## src/pbld_pkg.sv

```systemverilog
// Package for the proximity blink LED driver: field widths, command and
// register codes, register reset values and channel counts.
// No dependencies.
`default_nettype none

package pbld_pkg;

  // Channel counts: NUM_CHANNELS channels are built, FIELD_CHANNELS appear in the items
  localparam int NUM_CHANNELS   = 3;
  localparam int FIELD_CHANNELS = 3;

  // Ticks between two measurement requests (1..255)
  localparam int SENSOR_TICKS = 5;

  // Field and register widths
  localparam int CMD_W    = 2;
  localparam int DIST_W   = 10;
  localparam int PERIOD_W = 8;
  localparam int SEC_W    = 6;
  localparam int MIN_W    = 8;
  localparam int APB_AW   = 5;
  localparam int APB_DW   = 32;
  localparam int REG_IDX_W = 3;

  localparam logic [PERIOD_W-1:0] SENSOR_TICKS_V = PERIOD_W'(SENSOR_TICKS);
  localparam logic [SEC_W-1:0]    SEC_LAST       = SEC_W'(59);
  localparam logic [MIN_W-1:0]    MIN_MAX        = '1;

  // Command codes
  localparam logic [CMD_W-1:0] CMD_TICK  = 2'd0;
  localparam logic [CMD_W-1:0] CMD_DIST  = 2'd1;
  localparam logic [CMD_W-1:0] CMD_POWER = 2'd2;

  // Register indexes (byte address / 4)
  localparam logic [REG_IDX_W-1:0] REG_LIMIT_FAR     = 3'd0;
  localparam logic [REG_IDX_W-1:0] REG_LIMIT_MID     = 3'd1;
  localparam logic [REG_IDX_W-1:0] REG_LIMIT_NEAR    = 3'd2;
  localparam logic [REG_IDX_W-1:0] REG_BLINK_FAR     = 3'd3;
  localparam logic [REG_IDX_W-1:0] REG_BLINK_MID     = 3'd4;
  localparam logic [REG_IDX_W-1:0] REG_BLINK_NEAR    = 3'd5;
  localparam logic [REG_IDX_W-1:0] REG_BLINK_CLOSEST = 3'd6;
  localparam logic [REG_IDX_W-1:0] REG_TICKS_PER_SEC = 3'd7;

  // Register reset values
  localparam logic [DIST_W-1:0]   RST_LIMIT_FAR     = 10'd100;
  localparam logic [DIST_W-1:0]   RST_LIMIT_MID     = 10'd50;
  localparam logic [DIST_W-1:0]   RST_LIMIT_NEAR    = 10'd20;
  localparam logic [PERIOD_W-1:0] RST_BLINK_FAR     = 8'd8;
  localparam logic [PERIOD_W-1:0] RST_BLINK_MID     = 8'd4;
  localparam logic [PERIOD_W-1:0] RST_BLINK_NEAR    = 8'd2;
  localparam logic [PERIOD_W-1:0] RST_BLINK_CLOSEST = 8'd1;
  localparam logic [PERIOD_W-1:0] RST_TICKS_PER_SEC = 8'd10;

endpackage

`default_nettype wire

```

## src/pbld_in_if.sv

```systemverilog
// Input channel of the proximity blink LED driver: valid/ready plus one
// command and three distances. Depends on pbld_pkg.
`default_nettype none

interface pbld_in_if;
  logic                        valid;
  logic                        ready;
  logic [pbld_pkg::CMD_W-1:0]  command;
  logic [pbld_pkg::DIST_W-1:0] distance_0;
  logic [pbld_pkg::DIST_W-1:0] distance_1;
  logic [pbld_pkg::DIST_W-1:0] distance_2;

  modport source (output valid, command, distance_0, distance_1, distance_2,
                  input ready);
  modport sink   (input valid, command, distance_0, distance_1, distance_2,
                  output ready);
endinterface

`default_nettype wire

```

## src/pbld_out_if.sv

```systemverilog
// Result channel of the proximity blink LED driver: valid/ready plus lamp,
// activity, clock and status fields. Depends on pbld_pkg.
`default_nettype none

interface pbld_out_if;
  logic                       valid;
  logic                       ready;
  logic                       lamp_0;
  logic                       lamp_1;
  logic                       lamp_2;
  logic                       active_0;
  logic                       active_1;
  logic                       active_2;
  logic [pbld_pkg::SEC_W-1:0] seconds;
  logic [pbld_pkg::MIN_W-1:0] minutes;
  logic                       measure_request;
  logic                       system_on;

  modport source (output valid, lamp_0, lamp_1, lamp_2, active_0, active_1, active_2,
                  seconds, minutes, measure_request, system_on,
                  input ready);
  modport sink   (input valid, lamp_0, lamp_1, lamp_2, active_0, active_1, active_2,
                  seconds, minutes, measure_request, system_on,
                  output ready);
endinterface

`default_nettype wire

```

## src/proximity_blink_led_driver_unit.sv

```systemverilog
// Proximity blink LED driver top level: APB register file, input register,
// state update and result register. Depends on pbld_pkg, pbld_in_if, pbld_out_if.
//
// The block takes one request per clock unless the sink stalls, and returns
// exactly one result per request, via the input register, then the result
// register. The state update for a request (blink classing, blink counters,
// measurement pacing, seconds/minutes clock, power toggle) is one pass of
// compare-and-increment logic between those two registers, so back-to-back
// requests run at full rate; ready drops only when the result register is
// held by a stalled sink and the input register is full. Registers are
// written over APB at byte address 4*index and should be written only while
// no request is in flight.
`default_nettype none

module proximity_blink_led_driver_unit (
  input  wire logic                            clk,
  input  wire logic                            rst,
  pbld_in_if.sink                              items,
  pbld_out_if.source                           results,
  input  wire logic                            psel,
  input  wire logic                            penable,
  input  wire logic                            pwrite,
  input  wire logic [pbld_pkg::APB_AW-1:0]     paddr,
  input  wire logic [pbld_pkg::APB_DW-1:0]     pwdata,
  output logic      [pbld_pkg::APB_DW-1:0]     prdata,
  output logic                                 pready
);

  localparam int NCH = pbld_pkg::NUM_CHANNELS;
  localparam int FCH = pbld_pkg::FIELD_CHANNELS;

  // Configuration registers
  logic [pbld_pkg::DIST_W-1:0]    limit_far, limit_mid, limit_near;
  logic [pbld_pkg::PERIOD_W-1:0]  blink_far, blink_mid, blink_near, blink_closest;
  logic [pbld_pkg::PERIOD_W-1:0]  ticks_per_second;
  logic                           cfg_write;
  logic [pbld_pkg::REG_IDX_W-1:0] cfg_idx;

  // Input register
  logic                          s1_valid;
  logic [pbld_pkg::CMD_W-1:0]    s1_command;
  logic [pbld_pkg::DIST_W-1:0]   s1_dist [FCH];
  logic                          s1_fire;
  logic                          res_free;
  logic                          in_fire;

  // Block state
  logic                          powered, powered_next;
  logic [pbld_pkg::PERIOD_W-1:0] second_tick_count, second_tick_count_next;
  logic [pbld_pkg::PERIOD_W-1:0] sensor_tick_count, sensor_tick_count_next;
  logic [pbld_pkg::PERIOD_W-1:0] blink_count [NCH];
  logic [pbld_pkg::PERIOD_W-1:0] blink_count_next [NCH];
  logic [pbld_pkg::PERIOD_W-1:0] blink_period [NCH];
  logic [pbld_pkg::PERIOD_W-1:0] blink_period_next [NCH];
  logic [NCH-1:0]                channel_active, channel_active_next;
  logic [NCH-1:0]                lamp_lit, lamp_lit_next;
  logic [pbld_pkg::SEC_W-1:0]    elapsed_seconds, elapsed_seconds_next;
  logic [pbld_pkg::MIN_W-1:0]    elapsed_minutes, elapsed_minutes_next;
  logic                          request_next;

  // Result register
  logic                          res_valid;
  logic [FCH-1:0]                res_lamp, res_active;
  logic [FCH-1:0]                lamp_field, active_field;
  logic [pbld_pkg::SEC_W-1:0]    res_seconds;
  logic [pbld_pkg::MIN_W-1:0]    res_minutes;
  logic                          res_measure;
  logic                          res_system_on;

  // APB: always ready, write on the access phase
  assign pready    = 1'b1;
  assign cfg_write = psel && penable && pwrite && pready;
  assign cfg_idx   = paddr[pbld_pkg::APB_AW-1:2];

  always_ff @(posedge clk) begin
    if (rst) begin
      limit_far        <= pbld_pkg::RST_LIMIT_FAR;
      limit_mid        <= pbld_pkg::RST_LIMIT_MID;
      limit_near       <= pbld_pkg::RST_LIMIT_NEAR;
      blink_far        <= pbld_pkg::RST_BLINK_FAR;
      blink_mid        <= pbld_pkg::RST_BLINK_MID;
      blink_near       <= pbld_pkg::RST_BLINK_NEAR;
      blink_closest    <= pbld_pkg::RST_BLINK_CLOSEST;
      ticks_per_second <= pbld_pkg::RST_TICKS_PER_SEC;
    end else if (cfg_write) begin
      case (cfg_idx)
        pbld_pkg::REG_LIMIT_FAR:     limit_far        <= pwdata[pbld_pkg::DIST_W-1:0];
        pbld_pkg::REG_LIMIT_MID:     limit_mid        <= pwdata[pbld_pkg::DIST_W-1:0];
        pbld_pkg::REG_LIMIT_NEAR:    limit_near       <= pwdata[pbld_pkg::DIST_W-1:0];
        pbld_pkg::REG_BLINK_FAR:     blink_far        <= pwdata[pbld_pkg::PERIOD_W-1:0];
        pbld_pkg::REG_BLINK_MID:     blink_mid        <= pwdata[pbld_pkg::PERIOD_W-1:0];
        pbld_pkg::REG_BLINK_NEAR:    blink_near       <= pwdata[pbld_pkg::PERIOD_W-1:0];
        pbld_pkg::REG_BLINK_CLOSEST: blink_closest    <= pwdata[pbld_pkg::PERIOD_W-1:0];
        pbld_pkg::REG_TICKS_PER_SEC: ticks_per_second <= pwdata[pbld_pkg::PERIOD_W-1:0];
        default: ;
      endcase
    end
  end

  // Read back the addressed register
  always_comb begin
    case (cfg_idx)
      pbld_pkg::REG_LIMIT_FAR:     prdata = pbld_pkg::APB_DW'(limit_far);
      pbld_pkg::REG_LIMIT_MID:     prdata = pbld_pkg::APB_DW'(limit_mid);
      pbld_pkg::REG_LIMIT_NEAR:    prdata = pbld_pkg::APB_DW'(limit_near);
      pbld_pkg::REG_BLINK_FAR:     prdata = pbld_pkg::APB_DW'(blink_far);
      pbld_pkg::REG_BLINK_MID:     prdata = pbld_pkg::APB_DW'(blink_mid);
      pbld_pkg::REG_BLINK_NEAR:    prdata = pbld_pkg::APB_DW'(blink_near);
      pbld_pkg::REG_BLINK_CLOSEST: prdata = pbld_pkg::APB_DW'(blink_closest);
      pbld_pkg::REG_TICKS_PER_SEC: prdata = pbld_pkg::APB_DW'(ticks_per_second);
      default:                     prdata = '0;
    endcase
  end

  // Pipeline flow: result register frees when empty or taken
  assign res_free    = !res_valid || results.ready;
  assign s1_fire     = s1_valid && res_free;
  assign items.ready = !s1_valid || res_free;
  assign in_fire     = items.valid && items.ready;

  // Capture the request
  always_ff @(posedge clk) begin
    if (rst) begin
      s1_valid <= 1'b0;
    end else if (items.ready) begin
      s1_valid <= items.valid;
    end
    if (in_fire) begin
      s1_command <= items.command;
      s1_dist[0] <= items.distance_0;
      s1_dist[1] <= items.distance_1;
      s1_dist[2] <= items.distance_2;
    end
  end

  // Next state for the registered request
  always_comb begin
    logic [pbld_pkg::DIST_W-1:0] d;
    logic [pbld_pkg::PERIOD_W-1:0] bc;
    powered_next           = powered;
    second_tick_count_next = second_tick_count;
    sensor_tick_count_next = sensor_tick_count;
    blink_count_next       = blink_count;
    blink_period_next      = blink_period;
    channel_active_next    = channel_active;
    lamp_lit_next          = lamp_lit;
    elapsed_seconds_next   = elapsed_seconds;
    elapsed_minutes_next   = elapsed_minutes;
    request_next           = 1'b0;
    d  = '0;
    bc = '0;
    case (s1_command)
      pbld_pkg::CMD_TICK: begin
        if (powered) begin
          // Elapsed clock
          second_tick_count_next = second_tick_count + pbld_pkg::PERIOD_W'(1);
          if (second_tick_count_next == ticks_per_second) begin
            second_tick_count_next = '0;
            if (elapsed_seconds == pbld_pkg::SEC_LAST) begin
              elapsed_seconds_next = '0;
              if (elapsed_minutes != pbld_pkg::MIN_MAX) begin
                elapsed_minutes_next = elapsed_minutes + pbld_pkg::MIN_W'(1);
              end
            end else begin
              elapsed_seconds_next = elapsed_seconds + pbld_pkg::SEC_W'(1);
            end
          end
          // Measurement pacing
          sensor_tick_count_next = sensor_tick_count + pbld_pkg::PERIOD_W'(1);
          if (sensor_tick_count_next == pbld_pkg::SENSOR_TICKS_V) begin
            sensor_tick_count_next = '0;
            request_next           = 1'b1;
          end
          // Blink counters; toggle active lamps on a period match
          for (int ch = 0; ch < NCH; ch++) begin
            bc = blink_count[ch] + pbld_pkg::PERIOD_W'(1);
            if (blink_period[ch] != '0 && bc == blink_period[ch]) begin
              bc = '0;
              if (channel_active[ch]) begin
                lamp_lit_next[ch] = !lamp_lit[ch];
              end
            end
            blink_count_next[ch] = bc;
          end
        end
      end
      pbld_pkg::CMD_DIST: begin
        if (powered) begin
          // Class each channel and restart its counter
          for (int ch = 0; ch < NCH; ch++) begin
            d = (ch < FCH) ? s1_dist[ch] : '0;
            if (d == '0) begin
              channel_active_next[ch] = 1'b0;
              lamp_lit_next[ch]       = 1'b0;
              blink_period_next[ch]   = '0;
            end else begin
              channel_active_next[ch] = 1'b1;
              if (d >= limit_far) begin
                blink_period_next[ch] = blink_far;
              end else if (d >= limit_mid) begin
                blink_period_next[ch] = blink_mid;
              end else if (d >= limit_near) begin
                blink_period_next[ch] = blink_near;
              end else begin
                blink_period_next[ch] = blink_closest;
              end
            end
            blink_count_next[ch] = '0;
          end
        end
      end
      pbld_pkg::CMD_POWER: begin
        if (!powered) begin
          powered_next = 1'b1;
          request_next = 1'b1;
        end else begin
          // Power off: drop all state
          powered_next           = 1'b0;
          second_tick_count_next = '0;
          sensor_tick_count_next = '0;
          for (int ch = 0; ch < NCH; ch++) begin
            blink_count_next[ch]  = '0;
            blink_period_next[ch] = '0;
          end
          channel_active_next  = '0;
          lamp_lit_next        = '0;
          elapsed_seconds_next = '0;
          elapsed_minutes_next = '0;
        end
      end
      default: ;
    endcase
  end

  // Map channels onto the fixed result fields
  always_comb begin
    lamp_field   = '0;
    active_field = '0;
    for (int ch = 0; ch < FCH; ch++) begin
      if (ch < NCH) begin
        lamp_field[ch]   = lamp_lit_next[ch];
        active_field[ch] = channel_active_next[ch];
      end
    end
  end

  // Advance state and load the result register
  always_ff @(posedge clk) begin
    if (rst) begin
      powered           <= 1'b0;
      second_tick_count <= '0;
      sensor_tick_count <= '0;
      for (int ch = 0; ch < NCH; ch++) begin
        blink_count[ch]  <= '0;
        blink_period[ch] <= '0;
      end
      channel_active  <= '0;
      lamp_lit        <= '0;
      elapsed_seconds <= '0;
      elapsed_minutes <= '0;
      res_valid       <= 1'b0;
    end else begin
      if (s1_fire) begin
        powered           <= powered_next;
        second_tick_count <= second_tick_count_next;
        sensor_tick_count <= sensor_tick_count_next;
        blink_count       <= blink_count_next;
        blink_period      <= blink_period_next;
        channel_active    <= channel_active_next;
        lamp_lit          <= lamp_lit_next;
        elapsed_seconds   <= elapsed_seconds_next;
        elapsed_minutes   <= elapsed_minutes_next;
      end
      if (res_free) begin
        res_valid <= s1_valid;
      end
    end
    if (s1_fire) begin
      res_lamp      <= lamp_field;
      res_active    <= active_field;
      res_seconds   <= elapsed_seconds_next;
      res_minutes   <= elapsed_minutes_next;
      res_measure   <= request_next;
      res_system_on <= powered_next;
    end
  end

  // Drive the result channel
  assign results.valid           = res_valid;
  assign results.lamp_0          = res_lamp[0];
  assign results.lamp_1          = res_lamp[1];
  assign results.lamp_2          = res_lamp[2];
  assign results.active_0        = res_active[0];
  assign results.active_1        = res_active[1];
  assign results.active_2        = res_active[2];
  assign results.seconds         = res_seconds;
  assign results.minutes         = res_minutes;
  assign results.measure_request = res_measure;
  assign results.system_on       = res_system_on;

  // Powered off means all channel and clock state is cleared
  a_off_cleared: assert property (@(posedge clk) disable iff (rst)
    !powered |-> (channel_active == '0 && lamp_lit == '0 &&
                  elapsed_seconds == '0 && elapsed_minutes == '0))
    else $error("state not cleared while powered off");

  // A lamp is lit only on an active channel
  a_lamp_active: assert property (@(posedge clk) disable iff (rst)
    (lamp_lit & ~channel_active) == '0)
    else $error("lamp lit on inactive channel");

  // Seconds stay below one minute
  a_seconds_range: assert property (@(posedge clk) disable iff (rst)
    elapsed_seconds <= pbld_pkg::SEC_LAST)
    else $error("seconds out of range");

  // A measurement request only comes with the system on
  a_request_on: assert property (@(posedge clk) disable iff (rst)
    (res_valid && res_measure) |-> res_system_on)
    else $error("measure request while off");

  // A full input register that cannot move blocks new requests
  a_no_overwrite: assert property (@(posedge clk) disable iff (rst)
    (s1_valid && !s1_fire) |-> !items.ready)
    else $error("input register overwritten");

endmodule

`default_nettype wire

```

## src/flat_wrapper.sv

```systemverilog
// flat-port wrapper written by rule: the top's interface ports become plain ports
module proximity_blink_led_driver_unit_flat 
  (clk, rst, psel, penable, pwrite, paddr, pwdata, prdata, pready, items_valid, items_command, items_distance_0, items_distance_1, items_distance_2, items_ready, results_valid, results_lamp_0, results_lamp_1, results_lamp_2, results_active_0, results_active_1, results_active_2, results_seconds, results_minutes, results_measure_request, results_system_on, results_ready);
  pbld_in_if items_i ();
  pbld_out_if results_i ();
  input  wire logic clk;
  input  wire logic rst;
  input  wire logic psel;
  input  wire logic penable;
  input  wire logic pwrite;
  input  wire logic [pbld_pkg::APB_AW-1:0] paddr;
  input  wire logic [pbld_pkg::APB_DW-1:0] pwdata;
  output logic      [pbld_pkg::APB_DW-1:0] prdata;
  output logic pready;
  input wire logic [$bits(items_i.valid)-1:0] items_valid;
  input wire logic [$bits(items_i.command)-1:0] items_command;
  input wire logic [$bits(items_i.distance_0)-1:0] items_distance_0;
  input wire logic [$bits(items_i.distance_1)-1:0] items_distance_1;
  input wire logic [$bits(items_i.distance_2)-1:0] items_distance_2;
  output wire logic [$bits(items_i.ready)-1:0] items_ready;
  output wire logic [$bits(results_i.valid)-1:0] results_valid;
  output wire logic [$bits(results_i.lamp_0)-1:0] results_lamp_0;
  output wire logic [$bits(results_i.lamp_1)-1:0] results_lamp_1;
  output wire logic [$bits(results_i.lamp_2)-1:0] results_lamp_2;
  output wire logic [$bits(results_i.active_0)-1:0] results_active_0;
  output wire logic [$bits(results_i.active_1)-1:0] results_active_1;
  output wire logic [$bits(results_i.active_2)-1:0] results_active_2;
  output wire logic [$bits(results_i.seconds)-1:0] results_seconds;
  output wire logic [$bits(results_i.minutes)-1:0] results_minutes;
  output wire logic [$bits(results_i.measure_request)-1:0] results_measure_request;
  output wire logic [$bits(results_i.system_on)-1:0] results_system_on;
  input wire logic [$bits(results_i.ready)-1:0] results_ready;
  assign items_i.valid = items_valid;
  assign items_i.command = items_command;
  assign items_i.distance_0 = items_distance_0;
  assign items_i.distance_1 = items_distance_1;
  assign items_i.distance_2 = items_distance_2;
  assign items_ready = items_i.ready;
  assign results_valid = results_i.valid;
  assign results_lamp_0 = results_i.lamp_0;
  assign results_lamp_1 = results_i.lamp_1;
  assign results_lamp_2 = results_i.lamp_2;
  assign results_active_0 = results_i.active_0;
  assign results_active_1 = results_i.active_1;
  assign results_active_2 = results_i.active_2;
  assign results_seconds = results_i.seconds;
  assign results_minutes = results_i.minutes;
  assign results_measure_request = results_i.measure_request;
  assign results_system_on = results_i.system_on;
  assign results_i.ready = results_ready;
  proximity_blink_led_driver_unit u_core (.clk(clk), .rst(rst), .items(items_i), .results(results_i), .psel(psel), .penable(penable), .pwrite(pwrite), .paddr(paddr), .pwdata(pwdata), .prdata(prdata), .pready(pready));
endmodule
```

## config.mk

```make
export PLATFORM = sky130hd
export DESIGN_NAME = proximity_blink_led_driver_unit_flat
export DESIGN_NICKNAME = d
export VERILOG_FILES = /design/src/pbld_pkg.sv /design/src/pbld_in_if.sv /design/src/pbld_out_if.sv /design/src/proximity_blink_led_driver_unit.sv /design/src/flat_wrapper.sv
export SDC_FILE = /design/constraint.sdc
export NUM_CORES = 1
export LEC_CHECK = 0
export BUFFER_PORTS_ARGS = -buffer_cell sky130_fd_sc_hd__clkbuf_2
export CAP_MARGIN = 10
export CORE_MARGIN = 2
export CORE_UTILIZATION = 60
export DETAILED_ROUTE_END_ITERATION = 8
export PLACE_DENSITY = 0.88
export SLEW_MARGIN = 20
export SYNTH_ARGS = -nofsm -noshare
export SYNTH_HDL_FRONTEND = slang
export SYNTH_SLANG_ARGS = --single-unit
export TNS_END_PERCENT = 30
```

## constraint.sdc

```tcl
create_clock -name clk -period 3 [get_ports clk]
set_input_delay 0.6 -clock clk [delete_from_list [all_inputs] [get_ports clk]]
set_output_delay 0.6 -clock clk [all_outputs]
set_load 0.02 [all_outputs]
```

==> results.tsv, run 1 <==
stage	metric	value	unit
synthesis	synthesized_instance_count	1431	
worst_setup_path	cpMostUsedCell	buf_4	
floorplan	initial_core_util	0.615	
global_routing	grt_most_used_layer	met2	
global_routing	leftover_overflow_at_the_end_of_global_routing	0	
finish	final_nets	1714	
global_routing	met1_usage	0.382	
clock_network	cts_repair_resize_count	0	
route	initialDrtViolationCount	1040	
clock_network	h_tree_lvls	1	
global_routing	grt_antenna_before_repair	0	
placement	portBuffers	85	
global_routing	globalRouteTotalUtil	0.307	
pwr	leakage	5.82	nW
sta	timing_worst_slew_pin_value	0.728	ns
synthesis	synth_edf_count	54	
worst_setup_path	cpMaxStageDelayCell	nor4b_2	
synthesis	ys_dominant_reg_cell	dfxtp_1	
worst_setup_path	worstReg2RegEnd	u_core.blink_period[18]	
clock_network	insertion_delay	0.53	ns
floorplan	core	21100	sq um
placement	gp_congestion	1.00	
placement	dp.cells	1784	
synthesis	synth.avg_cell_area	9.06	sq um
worst_setup_path	crit_type	reg -> reg	
route	routed_via_density	6.40	
min_path	min_path_type	in -> reg	
sta	finalClockSkew	0.0188	ns
placement	dp_hpwl	26300	um
finish	diode_insertion_count_for_antenna_repair	0	
global_routing	first_pass_grt_wire_length	56000	um
synthesis	synth.yosys.seq_area_share	0.368	
worst_setup_path	critical_path.startpoint	u_core.limit_far[6]	
finish	layout-drive-gt1-share	0.154	
sta	finalCriticalPeriod	2.82	ns
sta	finalWorstSetupSlack	0.181	ns
sta	final.period_utilization	0.940	
synthesis	synthesis.yosys.warnings	0	
route	drtPass1Iterations	6	
pwr	max-vdd-ir-drop	576	uV
clock_network	clockBufferDepth	3	
route	post-route-drc-count	0	
global_routing	groute.layer.met2.usage	0.513	
sta	rsz0062_at_grt	false	
global_routing	use_met3	0.0539	
worst_setup_path	crit-reg2reg-launch	u_core.limit_far[6]	
clock_network	cts_setup_buffers	0	
worst_setup_path	rr_worst_depth	11	
sta	fin_setup_tns	0	ns
placement	dpl_cell_area	13800	sq um
placement	preCtsSetupSlack	0.109	ns
clock_network	cts-hold-fix-buffers	0	
job	maxCapViolations	0	
synthesis	total_of_flip_flops_plus_latches_after_synthesis	211	
sta	max_freq	355	MHz
pwr	powerDensity	460	nW/um^2
worst_setup_path	cp_cell_instances	inv_1 > buf_4 > ha_1 > and4_1 > o21ai_0 > o221ai_1 > a221oi_1 > buf_4 > nor4b_2 > a22oi_1 > o22ai_1	
synthesis	postSynth.asyncResetShare	0	
worst_setup_path	setup.reg_to_reg.worst_slack	0.18	ns
floorplan	ios	133	
global_routing	grt_max_degree	55	
clock_network	cts-root-buf	clkbuf_16	
worst_setup_path	arrival	3.25	ns
route	routed_wire_length_per_instance	19.1	um
sta	timing.slew.headroom	0.514	
sta	setup_viol_count_final	0	
clock_network	path_clk_slew	0.06	ns
finish	syn2layout_area_growth	13.6	%
synthesis	synth_area	13000	sq um
min_path	hold_path.startpoint	items_distance_1[4]	
floorplan	die_w	151	um
floorplan	floorplan_die_area	22800	sq um
synthesis	post_synth_num_cell_types	82	
worst_setup_path	worst_setup_path_end_kind	register	
clock_network	numCtsBuffers	24	
run_status	outcome	finished clean	
worst_setup_path	cp-start-kind	register	
floorplan	fp-row-count	53	
route	finalWirelength	35000	um
route	ant_nets	0	
route	routed-via-count	11700	
worst_setup_path	critPathRequiredTime	3.43	ns
sta	final_max_slew_viol_count	0	
min_path	hold_crit_depth	1	
min_path	worst_hold_path.endpoint	u_core.s1_dist[0][14]	
finish	fill_cells	1595	
sta	timing_hold_violations_final	0	
clock_network	tritoncts	built	
finish	final_cell_area	14700	sq um
finish	finish.cell_count_without_fillers	1828	
global_routing	grt_pass1_vias	11100	
clock_network	clock-sinks	211	
worst_setup_path	crit_fanout	8	
floorplan	fp.dieH	151	um
worst_setup_path	timing.critical_path.slowest_cell_delay	0.60	ns
per-layer routing:
layer	routed length, um	vias up
met4	1880	0
met1	13900	5437
met2	16400	615
met3	2870	147
li1	-	5492
met5	0	-
worst max-delay path by stage:
stage               cells after the start                         to  slack [ns]
global route                            8  u_core.results.minutes[3]        0.01
global placement                        8  u_core.results.minutes[3]        0.22
detailed placement                      7     u_core.blink_period[8]        0.11
finish                                 11    u_core.blink_period[18]        0.18
floorplan                               6                  prdata[4]        0.21
CTS                                     8  u_core.results.minutes[3]        0.07
area by class of cell:
class	instances	area (sq um)	share of cell area
multi-input cells	1091	7660	0.520
flip-flops and latches	211	4760	0.324
repair buffers	141	873	0.0593
clock buffers	36	759	0.0516
well taps	275	344	0.0234
inverters	66	248	0.0168
clock inverters	8	77.6	0.00527
cell usage after synthesis, drive strengths merged, types with 4 or more instances:
cell type	number	area, sq um
nor3	24	125
edfxtp	54	1620
o22ai	23	144
a211o	4	35.0
or3	11	73.8
or2	5	31.3
dfxtp	157	3140
inv	65	244
a21o	16	120
a2111oi	8	95.1
ha	103	1290
mux2i	99	991
o21ai	68	340
nor2	140	526
mux2	27	304
nor4	20	131
a211oi	18	135
o211ai	16	120
nand2b	22	138
and2	6	41.3
xor2	16	140
nand4	13	81.3
a31oi	27	169
nor2b	17	106
a22o	6	52.6
nand2	101	384
nand3	44	225
and3	12	75.1
nand3b	6	45.0
buf	40	262
a21oi	84	420
nor3b	10	75.1
o41ai	4	35.0
xnor2	17	149
o21a	4	30.0
a311oi	4	35.0
and4	4	35.0
a22oi	32	240
o31ai	9	67.6
o221ai	4	35.0
clkbuf	44	165
a221oi	9	85.1
flip-flops by register name, summed over array words and instances, names as in the netlist, 6 cells and up:
signal / count
u_core.s1_dist: 30
u_core.blink_count: 24
u_core.blink_period: 24
u_core.limit_far: 10
u_core.limit_mid: 10
u_core.limit_near: 10
u_core.blink_closest: 8
u_core.blink_far: 8
u_core.blink_mid: 8
u_core.blink_near: 8
u_core.elapsed_minutes: 8
u_core.results.minutes: 8
u_core.second_tick_count: 8
u_core.sensor_tick_count: 8
u_core.ticks_per_second: 8
u_core.elapsed_seconds: 6
u_core.results.seconds: 6
stage by stage:
| step | utilization | total power [mW] | hold WS, ns |
|---|---|---|---|
| after detailed placement | 0.656 | 3.80 | 0.458 |
| after floorplan | - | 3.57 | 0.436 |
| after global routing | 0.698 | 6.99 | 0.238 |
| after CTS | 0.696 | 6.79 | 0.241 |
| after global placement | 0.656 | 3.77 | 0.444 |
| final | 0.698 | 6.78 | 0.255 |
power breakdown:
group	internal (mW)	total, mW	switching (mW)	leakage (nW)
Combinational	0.264	0.723	0.459	3.62
Clock	1.84	3.02	1.18	0.418
Sequential	2.98	3.03	0.0538	1.78
Total	5.08	6.78	1.70	5.82
kinds of logic after synthesis:
| kind of cell | synth area share |
|---|---|
| AO/OA/AOI/OAI | 0.182 |
| XOR/XNOR | 0.0259 |
| adder cells (fa/ha/maj) | 0.0994 |
| buffers and inverters | 0.0520 |
| flip-flops | 0.368 |
| multiplexers | 0.105 |
| other | 0.000579 |
| AND/OR/NAND/NOR | 0.168 |
placed cells by master (no fill, tap or decap), types with 19 or more instances in the layout:
master     count
dfxtp_1      157
nand2_1       99
nor4_1        19
a21oi_1       83
ha_1         103
a22oi_1       32
o21ai_0       64
a31oi_1       27
nor2_1       140
nand2b_1      22
nand3_1       43
mux2i_1       99
buf_4         55
inv_1         65
mux2_2        27
clkbuf_16     27
o22ai_1       23
conb_1        23
nor3_1        20
clkbuf_2      84
edfxtp_1      54
critical path: cells and delay by family (launching register included):
| kind | cells | cell delay, ns |
|---|---|---|
| adders and majority gates | 1 | 0.31 |
| and+or+nand+nor | 2 | 0.79 |
| AOI/OAI and AO/OA | 5 | 0.91 |
| buffers and inverters | 3 | 0.38 |
| DFF | 1 | 0.31 |
(Power assumes the default switching activity.)
==> run 2: changes to the inputs <==
- TNS_END_PERCENT: 30 -> default
- clock period: 3 -> 2.6 ns (I/O delays scaled with it)
==> results.tsv, run 2 (synthesis results as in run 1) <==
stage	metric	value	unit
floorplan	ios	133	
route	ant_nets	0	
floorplan	die_w	151	um
worst_setup_path	crit_fanout	8	
sta	rsz0062_at_grt	true	
worst_setup_path	cp-endpoint	u_core.results.minutes[7]	
finish	final_nets	1771	
sta	final_max_slew_viol_count	0	
floorplan	fp.dieH	151	um
clock_network	insertion_delay	0.53	ns
clock_network	path_clk_slew	0.06	ns
sta	setup_viol_count_final	15	
finish	diode_insertion_count_for_antenna_repair	0	
pwr	powerDensity	514	nW/um^2
route	routed_via_density	6.53	
route	initialDrtViolationCount	1374	
finish	final_common_cell	dfxtp_1	
worst_setup_path	crit-reg2reg-launch	u_core.second_tick_count[2]	
sta	finalCriticalPeriod	2.75	ns
worst_setup_path	rr_worst_depth	12	
min_path	hold_path.startpoint	items_distance_0[2]	
floorplan	fp-row-count	53	
finish	final_cell_area	15400	sq um
finish	syn2layout_area_growth	19.0	%
route	drtPass1Iterations	6	
floorplan	core	21100	sq um
clock_network	h_tree_lvls	1	
global_routing	grt_pass1_vias	11700	
floorplan	floorplan_die_area	22800	sq um
pwr	max-vdd-ir-drop	567	uV
clock_network	cts-hold-fix-buffers	0	
clock_network	cts-root-buf	clkbuf_16	
job	maxCapViolations	0	
run_status	outcome	complete, but fails checks	
worst_setup_path	setup.reg_to_reg.worst_slack	-0.15	ns
clock_network	numCtsBuffers	24	
sta	timing.slew.headroom	0.511	
sta	timing_hold_violations_final	0	
sta	finalClockSkew	0.0104	ns
worst_setup_path	crit_type	reg -> reg	
worst_setup_path	worst_setup_path_end_kind	register	
finish	registers.top_by_ff_count	u_core.s1_dist	
sta	fin_setup_tns	-0.602	ns
sta	finalWorstSetupSlack	-0.150	ns
route	finalWirelength	38300	um
clock_network	clock-sinks	211	
route	post-route-drc-count	0	
placement	portBuffers	85	
finish	layout-drive-gt1-share	0.213	
finish	layout_top_registers	u_core.s1_dist x30, u_core.blink_count x24, u_core.blink_period x24	
finish	largest_register_ff_count	30	
placement	gp_congestion	0.947	
worst_setup_path	arrival	3.03	ns
global_routing	globalRouteTotalUtil	0.318	
global_routing	leftover_overflow_at_the_end_of_global_routing	0	
placement	dpl_cell_area	14200	sq um
sta	timing_worst_slew_pin_value	0.730	ns
finish	highest_count_cells_in_the_layout_ignoring_fill_and_taps	dfxtp_1 (152), nor2_1 (138), buf_4 (105)	
worst_setup_path	critical_path.startpoint	u_core.second_tick_count[2]	
placement	dp_hpwl	26400	um
worst_setup_path	critPathRequiredTime	2.88	ns
sta	max_freq	364	MHz
worst_setup_path	worstReg2RegEnd	u_core.results.minutes[7]	
global_routing	first_pass_grt_wire_length	58400	um
clock_network	clockBufferDepth	3	
min_path	min_path_type	in -> reg	
global_routing	grt_max_degree	51	
pwr	leakage	6.15	nW
route	routed_wire_length_per_instance	20.3	um
sta	final.period_utilization	1.06	
floorplan	initial_core_util	0.615	
global_routing	grt_antenna_before_repair	0	
worst_setup_path	cp-start-kind	register	
route	routed-via-count	12300	
run_status	violations	setup timing	
clock_network	tritoncts	built	
==> run 2: cell types whose count changed in the layout (fill, tap and decap cells not counted), moves of 4 or more <==
cell,delta
a21oi_2,+6
o21ai_0,-6
dfxtp_1,-5
buf_6,+6
a211oi_2,+4
a211oi_1,-4
inv_6,+4
a21oi_1,-6
a2111oi_0,-4
o21ai_1,+4
buf_4,+50
==> run 2: routing by layer <==
layer,up-vias,GRT usage,wire [um]
met3,198,0.0566,3600
met2,784,0.543,18300
met5,-,0,0
met4,0,0.157,2140
met1,5739,0.388,14200
li1,5596,-,-
==> run 2: per-stage QoR <==
stage / setup slack [ns] / instances / hold WS (ns) / power (mW) / utilization
floorplan: 0.0310 / 1452 / 0.436 / 4.11 / -
global placement: -0.0967 / 1827 / 0.444 / 4.39 / 0.672
detailed placement: -0.111 / 1827 / 0.458 / 4.42 / 0.672
CTS: -0.0168 / 1874 / 0.154 / 7.90 / 0.715
global route: -0.209 / 1885 / 0.157 / 8.15 / 0.732
finish: -0.150 / 1885 / 0.169 / 7.93 / 0.732
==> run 2: area by class of cell <==
| class | instances | area, sq um |
|---|---|---|
| fillers | 1409 | 5660 |
| clock inverters | 13 | 151 |
| flip-flops and latches | 211 | 4780 |
| multi-input cells | 1091 | 7900 |
| clock buffers | 31 | 678 |
| repair buffers | 198 | 1340 |
| inverters | 66 | 248 |
| well taps | 275 | 344 |
==> run 2: worst max-delay path, cell delays in order, from the launching register on <==
cell and delay, ns:
dfxtp_2 0.38, buf_6 0.15, nand2_2 0.07, or4b_2 0.63, o211ai_1 0.21, buf_4 0.19
a2111oi_4 0.05, buf_6 0.16, buf_4 0.16, buf_4 0.15, and2_2 0.18, a21oi_1 0.14
a21oi_1 0.06
==> run 2: worst min-delay path by stage <==
stage | end | slack [ns] | cells past startpoint
final | u_core.s1_dist[0][2] | 0.17 | 1
after floorplan | u_core.limit_far[3] | 0.44 | 2
after global routing | u_core.s1_dist[0][3] | 0.16 | 1
after global placement | u_core.limit_far[3] | 0.44 | 2
after CTS | u_core.s1_dist[0][3] | 0.15 | 1
after detailed placement | u_core.limit_far[4] | 0.46 | 2
==> run 2: power by group <==
part | switching (mW) | internal (mW)
Sequential | 0.0626 | 3.43
Clock | 1.44 | 2.07
Combinational | 0.573 | 0.350
==> run 2: what timing repair did <==
item / in CTS / in global routing
buffers inserted: 3 / 11
gates resized for setup: 15 / 66
endpoints found under the setup margin: 35 / 64
pin swaps: 0 / 21
